--- config.mk ---
export PLATFORM = sky130hd
export DESIGN_NAME = counting_semaphore_priority_wait_queue
export DESIGN_NICKNAME = d
export VERILOG_FILES = /design/src/csp_pkg.sv /design/src/csp_ctrl.sv /design/src/csp_datapath.sv /design/src/counting_semaphore_priority_wait_queue.sv
export SDC_FILE = /design/constraint.sdc
export NUM_CORES = 1
export LEC_CHECK = 0
export BUFFER_PORTS_ARGS = -buffer_cell sky130_fd_sc_hd__buf_4
export CAP_MARGIN = 20
export CORE_AREA = 5 5 209 211
export CTS_CLUSTER_DIAMETER = 30
export DETAILED_ROUTE_END_ITERATION = 12
export DIE_AREA = 0 0 214 216
export GPL_TIMING_DRIVEN = 0
export HOLD_SLACK_MARGIN = 0.08
export PLACE_DENSITY = 0.62
export SLEW_MARGIN = 0
export SYNTH_ARGS = -nofsm -noshare
export SYNTH_HDL_FRONTEND = slang
export SYNTH_HIERARCHICAL = 1
export SYNTH_SLANG_ARGS = --single-unit
--- constraint.sdc ---
create_clock -name clock -period 6.8 [get_ports clock]
set_input_delay 0.34 -clock clock [delete_from_list [all_inputs] [get_ports clock]]
set_output_delay 0.34 -clock clock [all_outputs]
set_load 0.02 [all_outputs]
--- src/csp_pkg.sv ---
`default_nettype none

package csp_pkg;

   localparam int COUNT_BITS     = 16;
   localparam int TASK_BITS      = 5;
   localparam int PORT_PRIO_BITS = 8;
   localparam int TICKS_BITS     = 32;
   localparam int CSR_INDEX_BITS = 2;

   localparam logic [TICKS_BITS-1:0] TIMEOUT_FOREVER = '1;

   localparam logic [CSR_INDEX_BITS-1:0] CSR_CEILING = 2'd0;
   localparam logic [CSR_INDEX_BITS-1:0] CSR_RELOAD  = 2'd1;

   localparam logic [COUNT_BITS-1:0] CEILING_RESET = 16'd1;
   localparam logic [COUNT_BITS-1:0] COUNT_RESET   = 16'd0;

   typedef enum logic [1:0] {
      FUNC_WAIT    = 2'd0,
      FUNC_SIGNAL  = 2'd1,
      FUNC_TIMEOUT = 2'd2
   } func_type;

   typedef enum logic [2:0] {
      STATUS_ACQUIRED = 3'd0,
      STATUS_REFUSED  = 3'd1,
      STATUS_QUEUED   = 3'd2,
      STATUS_WOKE     = 3'd3,
      STATUS_COUNTED  = 3'd4,
      STATUS_REMOVED  = 3'd5,
      STATUS_IGNORED  = 3'd6,
      STATUS_FULL     = 3'd7
   } status_type;

   typedef enum logic {
      ST_IDLE = 1'b0,
      ST_EXEC = 1'b1
   } state_type;

   typedef struct packed {
      logic load;
      logic exec;
   } ctrl_cmd_type;

endpackage

`default_nettype wire

--- src/csp_ctrl.sv ---
`default_nettype none

module csp_ctrl (
   input  wire                  clock,
   input  wire                  reset,
   input  wire                  start,
   output logic                 busy,
   output csp_pkg::ctrl_cmd_type cmd
);

   csp_pkg::state_type state_ff;
   csp_pkg::state_type state_in;

   always_comb begin
      state_in = state_ff;
      case (state_ff)
         csp_pkg::ST_IDLE: begin
            if (start) begin
               state_in = csp_pkg::ST_EXEC;
            end
         end
         csp_pkg::ST_EXEC: begin
            state_in = csp_pkg::ST_IDLE;
         end
         default: begin
            state_in = csp_pkg::ST_IDLE;
         end
      endcase
   end

   always_comb begin
      busy     = 1'b0;
      cmd.load = 1'b0;
      cmd.exec = 1'b0;
      case (state_ff)
         csp_pkg::ST_IDLE: begin
            cmd.load = start;
         end
         csp_pkg::ST_EXEC: begin
            busy     = 1'b1;
            cmd.exec = 1'b1;
         end
         default: begin
            busy = 1'b0;
         end
      endcase
   end

   always_ff @(posedge clock) begin
      if (reset) begin
         state_ff <= csp_pkg::ST_IDLE;
      end else begin
         state_ff <= state_in;
      end
   end

endmodule

`default_nettype wire

--- src/csp_datapath.sv ---
`default_nettype none

module csp_datapath #(
   parameter int MAX_WAITERS   = 16,
   parameter int NUM_TASKS     = 32,
   parameter int PRIORITY_BITS = 8
) (
   input  wire                                        clock,
   input  wire                                        reset,
   input  csp_pkg::ctrl_cmd_type                      cmd,
   input  wire  [1:0]                                 req_func,
   input  wire  [csp_pkg::TASK_BITS-1:0]              req_task_id,
   input  wire  [csp_pkg::PORT_PRIO_BITS-1:0]         req_task_priority,
   input  wire  [csp_pkg::TICKS_BITS-1:0]             req_timeout_ticks,
   input  wire                                        csr_valid,
   input  wire  [csp_pkg::CSR_INDEX_BITS-1:0]         csr_index,
   input  wire  [csp_pkg::COUNT_BITS-1:0]             csr_wdata,
   output logic                                       rsp_valid,
   output logic [2:0]                                 rsp_status,
   output logic [csp_pkg::TASK_BITS-1:0]              rsp_woken_task,
   output logic                                       rsp_start_timer,
   output logic [csp_pkg::COUNT_BITS-1:0]             rsp_count_now
);

   localparam int TOTAL_BITS = $clog2(MAX_WAITERS + 1);
   localparam int TB         = csp_pkg::TASK_BITS;
   localparam int CB         = csp_pkg::COUNT_BITS;

   // sorted waiter cells, head at index zero, highest priority first
   logic [TB-1:0]            task_ff [MAX_WAITERS];
   logic [TB-1:0]            task_in [MAX_WAITERS];
   logic [PRIORITY_BITS-1:0] prio_ff [MAX_WAITERS];
   logic [PRIORITY_BITS-1:0] prio_in [MAX_WAITERS];
   logic [TOTAL_BITS-1:0]    total_ff;
   logic [TOTAL_BITS-1:0]    total_in;

   logic [CB-1:0] ceiling_ff;
   logic [CB-1:0] count_ff;
   logic [CB-1:0] count_in;

   // latched request item
   csp_pkg::func_type        func_ff;
   logic [TB-1:0]            id_ff;
   logic [PRIORITY_BITS-1:0] req_prio_ff;
   logic                     ticks_zero_ff;
   logic                     ticks_forever_ff;

   logic                     rsp_valid_ff;
   csp_pkg::status_type      status_ff;
   csp_pkg::status_type      status_in;
   logic [TB-1:0]            woken_ff;
   logic [TB-1:0]            woken_in;
   logic                     timer_ff;
   logic                     timer_in;

   logic [MAX_WAITERS-1:0] occ;
   logic [MAX_WAITERS-1:0] ge;
   logic [MAX_WAITERS-1:0] match;
   logic [MAX_WAITERS-1:0] ins_hot;
   logic [MAX_WAITERS-1:0] rm_mask;
   logic                   do_insert;
   logic                   do_remove;
   logic                   id_out_range;
   logic                   list_full;

   always_comb begin
      for (int k = 0; k < MAX_WAITERS; k++) begin
         occ[k]   = TOTAL_BITS'(k) < total_ff;
         ge[k]    = occ[k] && (prio_ff[k] >= req_prio_ff);
         match[k] = occ[k] && (task_ff[k] == id_ff);
      end
      // ge is a prefix since cells are sorted; insert at its first clear bit
      ins_hot = ~ge & {ge[MAX_WAITERS-2:0], 1'b1};
   end

   assign id_out_range = 32'(id_ff) >= NUM_TASKS;
   assign list_full    = total_ff == TOTAL_BITS'(MAX_WAITERS);

   always_comb begin
      status_in = csp_pkg::STATUS_IGNORED;
      woken_in  = '0;
      timer_in  = 1'b0;
      do_insert = 1'b0;
      do_remove = 1'b0;
      rm_mask   = '1;
      count_in  = count_ff;
      case (func_ff)
         csp_pkg::FUNC_WAIT: begin
            if (count_ff != '0) begin
               status_in = csp_pkg::STATUS_ACQUIRED;
               count_in  = count_ff - CB'(1);
            end else if (ticks_zero_ff || id_out_range) begin
               status_in = csp_pkg::STATUS_REFUSED;
            end else if (list_full) begin
               status_in = csp_pkg::STATUS_FULL;
            end else begin
               status_in = csp_pkg::STATUS_QUEUED;
               do_insert = 1'b1;
               timer_in  = ~ticks_forever_ff;
            end
         end
         csp_pkg::FUNC_SIGNAL: begin
            if (total_ff != '0) begin
               status_in = csp_pkg::STATUS_WOKE;
               woken_in  = task_ff[0];
               do_remove = 1'b1;
            end else begin
               status_in = csp_pkg::STATUS_COUNTED;
               if (count_ff < ceiling_ff) begin
                  count_in = count_ff + CB'(1);
               end
            end
         end
         csp_pkg::FUNC_TIMEOUT: begin
            if (|match) begin
               status_in = csp_pkg::STATUS_REMOVED;
               do_remove = 1'b1;
               // every cell from the first match upward
               rm_mask   = match | (~match + MAX_WAITERS'(1));
            end
         end
         default: begin
            status_in = csp_pkg::STATUS_IGNORED;
         end
      endcase
      if (!cmd.exec) begin
         count_in = count_ff;
      end
      if (csr_valid && csr_index == csp_pkg::CSR_RELOAD) begin
         count_in = csr_wdata;
      end
   end

   always_comb begin
      for (int k = 0; k < MAX_WAITERS; k++) begin
         task_in[k] = task_ff[k];
         prio_in[k] = prio_ff[k];
         if (do_insert && !ge[k]) begin
            if (ins_hot[k]) begin
               task_in[k] = id_ff;
               prio_in[k] = req_prio_ff;
            end else if (k > 0) begin
               task_in[k] = task_ff[k-1];
               prio_in[k] = prio_ff[k-1];
            end
         end else if (do_remove && rm_mask[k] && k < MAX_WAITERS - 1) begin
            task_in[k] = task_ff[k+1];
            prio_in[k] = prio_ff[k+1];
         end
      end
      total_in = total_ff;
      if (do_insert) begin
         total_in = total_ff + TOTAL_BITS'(1);
      end else if (do_remove) begin
         total_in = total_ff - TOTAL_BITS'(1);
      end
   end

   always_ff @(posedge clock) begin
      if (cmd.load) begin
         func_ff          <= csp_pkg::func_type'(req_func);
         id_ff            <= req_task_id;
         req_prio_ff      <= PRIORITY_BITS'(req_task_priority);
         ticks_zero_ff    <= req_timeout_ticks == '0;
         ticks_forever_ff <= req_timeout_ticks == csp_pkg::TIMEOUT_FOREVER;
      end
      if (cmd.exec) begin
         for (int k = 0; k < MAX_WAITERS; k++) begin
            task_ff[k] <= task_in[k];
            prio_ff[k] <= prio_in[k];
         end
         status_ff <= status_in;
         woken_ff  <= woken_in;
         timer_ff  <= timer_in;
      end
   end

   always_ff @(posedge clock) begin
      if (reset) begin
         total_ff     <= '0;
         ceiling_ff   <= csp_pkg::CEILING_RESET;
         count_ff     <= csp_pkg::COUNT_RESET;
         rsp_valid_ff <= 1'b0;
      end else begin
         if (cmd.exec) begin
            total_ff <= total_in;
         end
         if (csr_valid && csr_index == csp_pkg::CSR_CEILING) begin
            ceiling_ff <= csr_wdata;
         end
         count_ff     <= count_in;
         rsp_valid_ff <= cmd.exec;
      end
   end

   assign rsp_valid       = rsp_valid_ff;
   assign rsp_status      = status_ff;
   assign rsp_woken_task  = woken_ff;
   assign rsp_start_timer = timer_ff;
   assign rsp_count_now   = count_ff;

endmodule

`default_nettype wire

--- src/counting_semaphore_priority_wait_queue.sv ---
// Counting semaphore with a priority-sorted wait list of MAX_WAITERS cells.
// Request channel: an item (req_func, req_task_id, req_task_priority,
// req_timeout_ticks) is taken at a rising edge where start is high and busy
// is low. func 0 waits, 1 signals, 2 reports an expired timeout.
// Result channel: rsp_valid is high for one cycle with rsp_status,
// rsp_woken_task, rsp_start_timer and rsp_count_now; there is no back
// pressure, the receiver must take the item in that cycle.
// Timing: the item is latched at the accepting edge, the wait list and the
// count update in the following cycle, and the result shows in the cycle
// after that. busy is high for one cycle per item, during which the cell
// array inserts or removes one entry with all cells shifting in parallel;
// no item is taken while busy, but one can be taken as the result shows.
// Configuration: csr_index 0 writes the count ceiling, 1 writes the reload
// value and reloads the count; other indexes are dropped. csr_ready is
// always high; write only while no item is in flight.
// Reset (synchronous): the count goes to 0, the ceiling to 1, the wait
// list empties and no result is pending.
`default_nettype none

module counting_semaphore_priority_wait_queue #(
   parameter int MAX_WAITERS   = 16,
   parameter int NUM_TASKS     = 32,
   parameter int PRIORITY_BITS = 8
) (
   input  wire                                clock,
   input  wire                                reset,
   input  wire                                start,
   output logic                               busy,
   input  wire  [1:0]                         req_func,
   input  wire  [csp_pkg::TASK_BITS-1:0]      req_task_id,
   input  wire  [csp_pkg::PORT_PRIO_BITS-1:0] req_task_priority,
   input  wire  [csp_pkg::TICKS_BITS-1:0]     req_timeout_ticks,
   output logic                               rsp_valid,
   output logic [2:0]                         rsp_status,
   output logic [csp_pkg::TASK_BITS-1:0]      rsp_woken_task,
   output logic                               rsp_start_timer,
   output logic [csp_pkg::COUNT_BITS-1:0]     rsp_count_now,
   input  wire                                csr_valid,
   output logic                               csr_ready,
   input  wire  [csp_pkg::CSR_INDEX_BITS-1:0] csr_index,
   input  wire  [csp_pkg::COUNT_BITS-1:0]     csr_wdata
);

   csp_pkg::ctrl_cmd_type cmd;

   assign csr_ready = 1'b1;

   csp_ctrl u_ctrl (
      .clock (clock),
      .reset (reset),
      .start (start),
      .busy  (busy),
      .cmd   (cmd)
   );

   csp_datapath #(
      .MAX_WAITERS   (MAX_WAITERS),
      .NUM_TASKS     (NUM_TASKS),
      .PRIORITY_BITS (PRIORITY_BITS)
   ) u_datapath (
      .clock             (clock),
      .reset             (reset),
      .cmd               (cmd),
      .req_func          (req_func),
      .req_task_id       (req_task_id),
      .req_task_priority (req_task_priority),
      .req_timeout_ticks (req_timeout_ticks),
      .csr_valid         (csr_valid),
      .csr_index         (csr_index),
      .csr_wdata         (csr_wdata),
      .rsp_valid         (rsp_valid),
      .rsp_status        (rsp_status),
      .rsp_woken_task    (rsp_woken_task),
      .rsp_start_timer   (rsp_start_timer),
      .rsp_count_now     (rsp_count_now)
   );

endmodule

`default_nettype wire

## Yosys cells after proc, flatten, opt, wreduce, memory -nomap -nowiden

Memories as Yosys holds them, arrays and structs flattened.
Index checks and enable logic that the tools add are counted.

- RAM bits: 208
- Output and inout port bits: 28
- Flip-flop bits (word level): 65
- Memories kept: 2

- Equal/unequal tests: 24
- Magnitude comparators: 33
- Reductions and logical operators: 94
- Bitwise operators: 7
- $add $sub $neg: 5
- Mux-type cells: 123

Memory list:

| memory | depth | width | rd ports | clocked after Yosys merged registers in | write ports | RTL line | text |
|---|---|---|---|---|---|---|---|
| u_datapath.prio_ff | 16 | 8 | 16 | 0 | 16 | csp_datapath.sv:32 | `logic [PRIORITY_BITS-1:0] prio_ff [MAX_WAITERS];` |
| u_datapath.task_ff | 16 | 5 | 16 | 0 | 16 | csp_datapath.sv:30 | `logic [TB-1:0] task_ff [MAX_WAITERS];` |

Operator list:

| cell | count |
|---|---|
| $mux W8 | 47 |
| $mux W5 | 49 |
| $ge A8 B8 Y1 | 16 |
| $eq A5 B5 Y1 | 16 |
| $mux W16 | 5 |
| $logic_and A1 B1 Y1 | 65 |
| $lt A4 B5 Y1 const A | 8 |
| $eq A32 B32 Y1 const B | 1 |
| $logic_not A32 Y1 | 1 |
| $pmux W16 S2 | 1 |
| $mux W15 | 2 |
| $lt A3 B5 Y1 const A | 4 |
| $add A16 B1 Y16 const B | 1 |
| $and A16 B16 Y16 | 1 |
| $logic_not A1 Y1 | 16 |
| $lt A16 B16 Y1 | 1 |
| $not A16 Y16 | 1 |
| $reduce_bool A16 Y1 | 1 |
| $reduce_or A16 Y1 | 1 |
| $sub A16 B1 Y16 const B | 1 |
| $add A15 B1 Y15 const B | 1 |
| $not A15 Y15 | 1 |
| $or A15 B15 Y15 | 1 |
| $mux W3 | 4 |
| other kinds (21) | 41 |

## Longest topological paths before layout

An unclocked memory read counts as a cell.

- Depth after elaboration: 11
- Mapped depth: 14

## By module

The synthesis kept the hierarchy.

By module, submodules not included:

| module | cells an instance | times used | area each (sq um) | seq. area each (sq um) |
|---|---|---|---|---|
| csp_datapath | 1,865 | 1 | 18,400.1 | 7,787.5 |
| csp_ctrl | 5 | 1 | 53.8 | 20.0 |
| counting_semaphore_priority_wait_queue | 2 | 1 | 11.3 | 0.0 |

## Worst setup path after synthesis

Ideal clock, no wire load.

- Path type: flip-flop to flip-flop
- Start point: reg, netlist name u_datapath/req_prio_ff[0]
- End point: mem u_datapath.prio_ff[2][0], in the netlist u_datapath/prio_ff[0][16] (enable)
- Path slack: 3.110 ns
- Library setup time: 0.387 ns
- Arrival: 3.302 ns
- Cell stages (with the launch flop): 12
- Cell sequence: edfxtp_1 > ha_1 > nand2b_1 > a21oi_1 > nor2b_1 > o21ai_0 > a21oi_1 > o31ai_1 > clkbuf_1 > nand2_1 > clkbuf_1 > a21oi_1

RTL lines:

| element | RTL line |
|---|---|
| end: declaration | csp_datapath.sv:32 |

==> results.yml <==
status:
  status: "completed"
yosys:
  synth_flop_cell: "edfxtp_1"
  ys_warn_count: 6
  synth_nets: 2107
  synth_edf_count: 234
  ys_ff_latch: 273
  ys_seq_area_share_pct: 42.3
  syn_inst: 1872
  async_reset_ff_share_pct: 0
  yosysUniqueCellTypes: 74
  netlist_area_um2: 18500
  synth.avg_cell_area_um2: 9.86
worst_hold_path:
  hp-start: "req_timeout_ticks[23]"
  whs_path_depth: 4
  holdPathEnd: "u_datapath/ticks_zero_ff"
  hold_class: "in -> reg"
timing:
  finalCritPeriodShare_pct: 65.5
  setup_tns_ns: 0
  hold_viol: 0
  setup_viol: 0
  max_freq_mhz: 224
  rsz0062_at_grt: "false"
  period_needed_ns: 4.46
  max_slew_margin_pct: 23.0
  worst_pin_slew_ns: 1.16
  fin_worst_skew_ns: 0.0243
  maxSlewViolCount: 0
worst_setup_path:
  worst_setup_path_end_kind: "register"
  reg2reg_depth: 11
  required_ns: 7.06
  r2r-end: "u_datapath/prio_ff[0][17]"
  crit_type: "reg -> reg"
  cp_max_fo: 20
  critPathLaunchType: "register"
  rr_startpoint: "u_datapath/req_prio_ff[4]"
  cp.arrival_ns: 4.71
  r2r_setup_slack_ns: 2.34
layout:
  drive_gt1_share_pct: 15.4
  nets: 2326
  layout_common_cells: "edfxtp_1, nand2_1, ha_1"
  syn_to_final_growth_pct: 23.5
  diodes: 0
  final_common_cell: "edfxtp_1"
placed_design:
  hpwl_um: 41900
  portBuffers: 95
  gp_congestion: 0.909
die:
  num_io_pins: 97
  core_um2: 41600
  rows: 75
  die_w_um: 214
  die-area_um2: 46200
  initial_core_util_pct: 44.4
  die_y_um: 216
global_route:
  grt_pass1_vias: 15846
  grt_start_max_net_pins: 21
  antenna_found_initial: 2
  grtUsageTotal_pct: 24.1
  overflow: 0
  grt_first_pass_wirelength_um: 88500
clock_tree:
  root_buffer: "clkbuf_16"
  cts_made_buffers: 72
  clock-sinks: 273
  hold_buffers: 33
  clk_pin_slew_worst_paths_ns: 0.04
  h-tree-depth: 3
  cts_resized: 0
  clk_latency_ns: 0.57
  cts_setup_buffers: 0
  cts_buffer_depth: 3
  cts_tree: "built"
power:
  ir_worst_vdd_uv: 281
  sw_frac_of_total_pct: 24.3
  power.switching_mw: 1.43
  p_per_area_nw_per_um2: 257
  pwr-share-comb_pct: 10.7
  leakagePower_nw: 9.20
  fin_total_pwr_mw: 5.87
  p_clk_share_pct: 57.1
  power.internal_mw: 4.44
  seqPwrFrac_pct: 32.2
drt:
  wl_um: 57100
  wire_per_inst_um: 21.3
  via_per_inst: 5.79
  drt_iter0_drc: 1161
  drtPass1Iterations: 5
  vias: 15545
  drc: 0
  antenna_left: 0
job:
  cap_violations: 0
[metal layers]
layer  global-route usage, %  part of all wire [%]  vias up
met5                       0                 0.023        -
met4                    8.59                   2.6        2
met3                    4.67                   6.7      115
met2                    40.5                    48      575
met1                    31.2                    43     7517
li1                        -                     -     7336
[per-stage QoR]
step / setup slack (ns) / util (%) / cell area [µm²] / cells / hold WS (ns)
2_1_floorplan: 3.11 / - / 18500 / 1872 / 0.411
3_3_place_gp: 1.74 / 47.8 / 19900 / 2506 / 0.444
3_5_place_dp: 2.06 / 48.0 / 20000 / 2516 / 0.446
4_1_cts: 2.05 / 54.6 / 22700 / 2679 / 0.149
5_1_grt: 1.98 / 54.9 / 22800 / 2686 / 0.180
6_report: 2.34 / 54.9 / 22800 / 2686 / 0.173
[how the worst max path moves through the flow]
stage                                          from                         to  slack (ns)  depth (start not counted)
final                     u_datapath/req_prio_ff[4]  u_datapath/prio_ff[0][17]        2.34                         11
after global routing      u_datapath/req_prio_ff[4]  u_datapath/prio_ff[0][17]        1.98                         11
after CTS                     u_datapath/func_ff[0]  u_datapath/task_ff[0][23]        2.05                         10
after detailed placement      u_datapath/func_ff[0]  u_datapath/prio_ff[0][32]        2.06                         10
after global placement    u_datapath/req_prio_ff[0]  u_datapath/prio_ff[0][16]        1.74                         11
after floorplan           u_datapath/req_prio_ff[0]  u_datapath/prio_ff[0][16]        3.11                         11
[flip-flops by register name (all words and copies together), names as in the netlist, 5 cells and up]
name / count
u_datapath/ceiling_ff: 16
u_datapath/id_ff: 5
u_datapath/prio_ff: 128
u_datapath/req_prio_ff: 8
u_datapath/rsp_count_now: 16
u_datapath/rsp_woken_task: 5
u_datapath/task_ff: 80
u_datapath/total_ff: 5
[power groups by stage]
stage                     Combinational [mW]  Clock, mW  Sequential (mW)
after floorplan                        0.381          0             1.92
after global placement                 0.573          0             1.92
after detailed placement               0.596          0             1.92
after CTS                              0.617       3.40             1.89
after global routing                   0.693       3.50             1.89
final                                  0.628       3.35             1.89
[cells by family (layout without fill, tap and decap cells)]
logic type | Yosys count | after routing | share of synthesized area [%]
and+or+nand+nor | 515 | 515 | 12.6
AOI/OAI and AO/OA | 469 | 469 | 14.9
buffers and inverters | 167 | 442 | 3.98
other | 1 | 1 | 0.0203
DFF | 273 | 273 | 42.3
adders and majority gates | 166 | 166 | 11.3
muxes | 187 | 187 | 10.5
xor gates and xnor gates | 94 | 94 | 4.46
[critical path, stage by stage, from the launching register on]
cell and delay [ns]:
edfxtp_1 0.44, inv_1 0.79, ha_1 0.38, o21a_1 0.18, o21ai_0 0.14, a21oi_1 0.08
o31ai_1 0.37, clkbuf_1 0.44, nand2_1 0.30, clkbuf_1 0.31, a21oi_1 0.41, buf_4 0.28
[layout make-up]
cell class / instances / area [µm²]
flip-flops and latches: 273 / 7810
repair buffers: 145 / 1260
inverters: 51 / 191
clock buffers: 82 / 1900
multi-input cells: 1432 / 9920
well taps: 539 / 674
plain buffers: 116 / 543
fillers: 3639 / 18800
clock inverters: 48 / 510
[cell usage after synthesis, drive strengths merged (4+ instances only)]
| cell type | number | share of area, % |
|---|---|---|
| edfxtp | 234 | 38 |
| nand2 | 220 | 4.5 |
| o21ai | 174 | 4.7 |
| ha | 165 | 11 |
| a21oi | 161 | 4.4 |
| mux2i | 143 | 7.8 |
| nor2 | 136 | 2.8 |
| clkbuf | 71 | 1.4 |
| inv | 51 | 1.0 |
| xnor2 | 48 | 2.3 |
| xor2 | 46 | 2.2 |
| buf | 45 | 1.5 |
| mux2 | 44 | 2.7 |
| dfxtp | 39 | 4.2 |
| a21o | 33 | 1.3 |
| nand3 | 30 | 0.81 |
| a211oi | 26 | 1.1 |
| nand2b | 23 | 0.78 |
| nand4 | 21 | 0.71 |
| a31oi | 19 | 0.73 |
| nor3 | 16 | 0.51 |
| nor2b | 13 | 0.44 |
| nor4 | 13 | 0.44 |
| and2 | 12 | 0.41 |
| o21a | 10 | 0.41 |
| or4 | 7 | 0.30 |
| o211ai | 6 | 0.27 |
| o31ai | 6 | 0.24 |
| a2111oi | 5 | 0.27 |
| and3 | 5 | 0.20 |
| or2 | 5 | 0.17 |
| a311o | 4 | 0.22 |
| or3 | 4 | 0.14 |
Power figures use the tool's default switching activity.
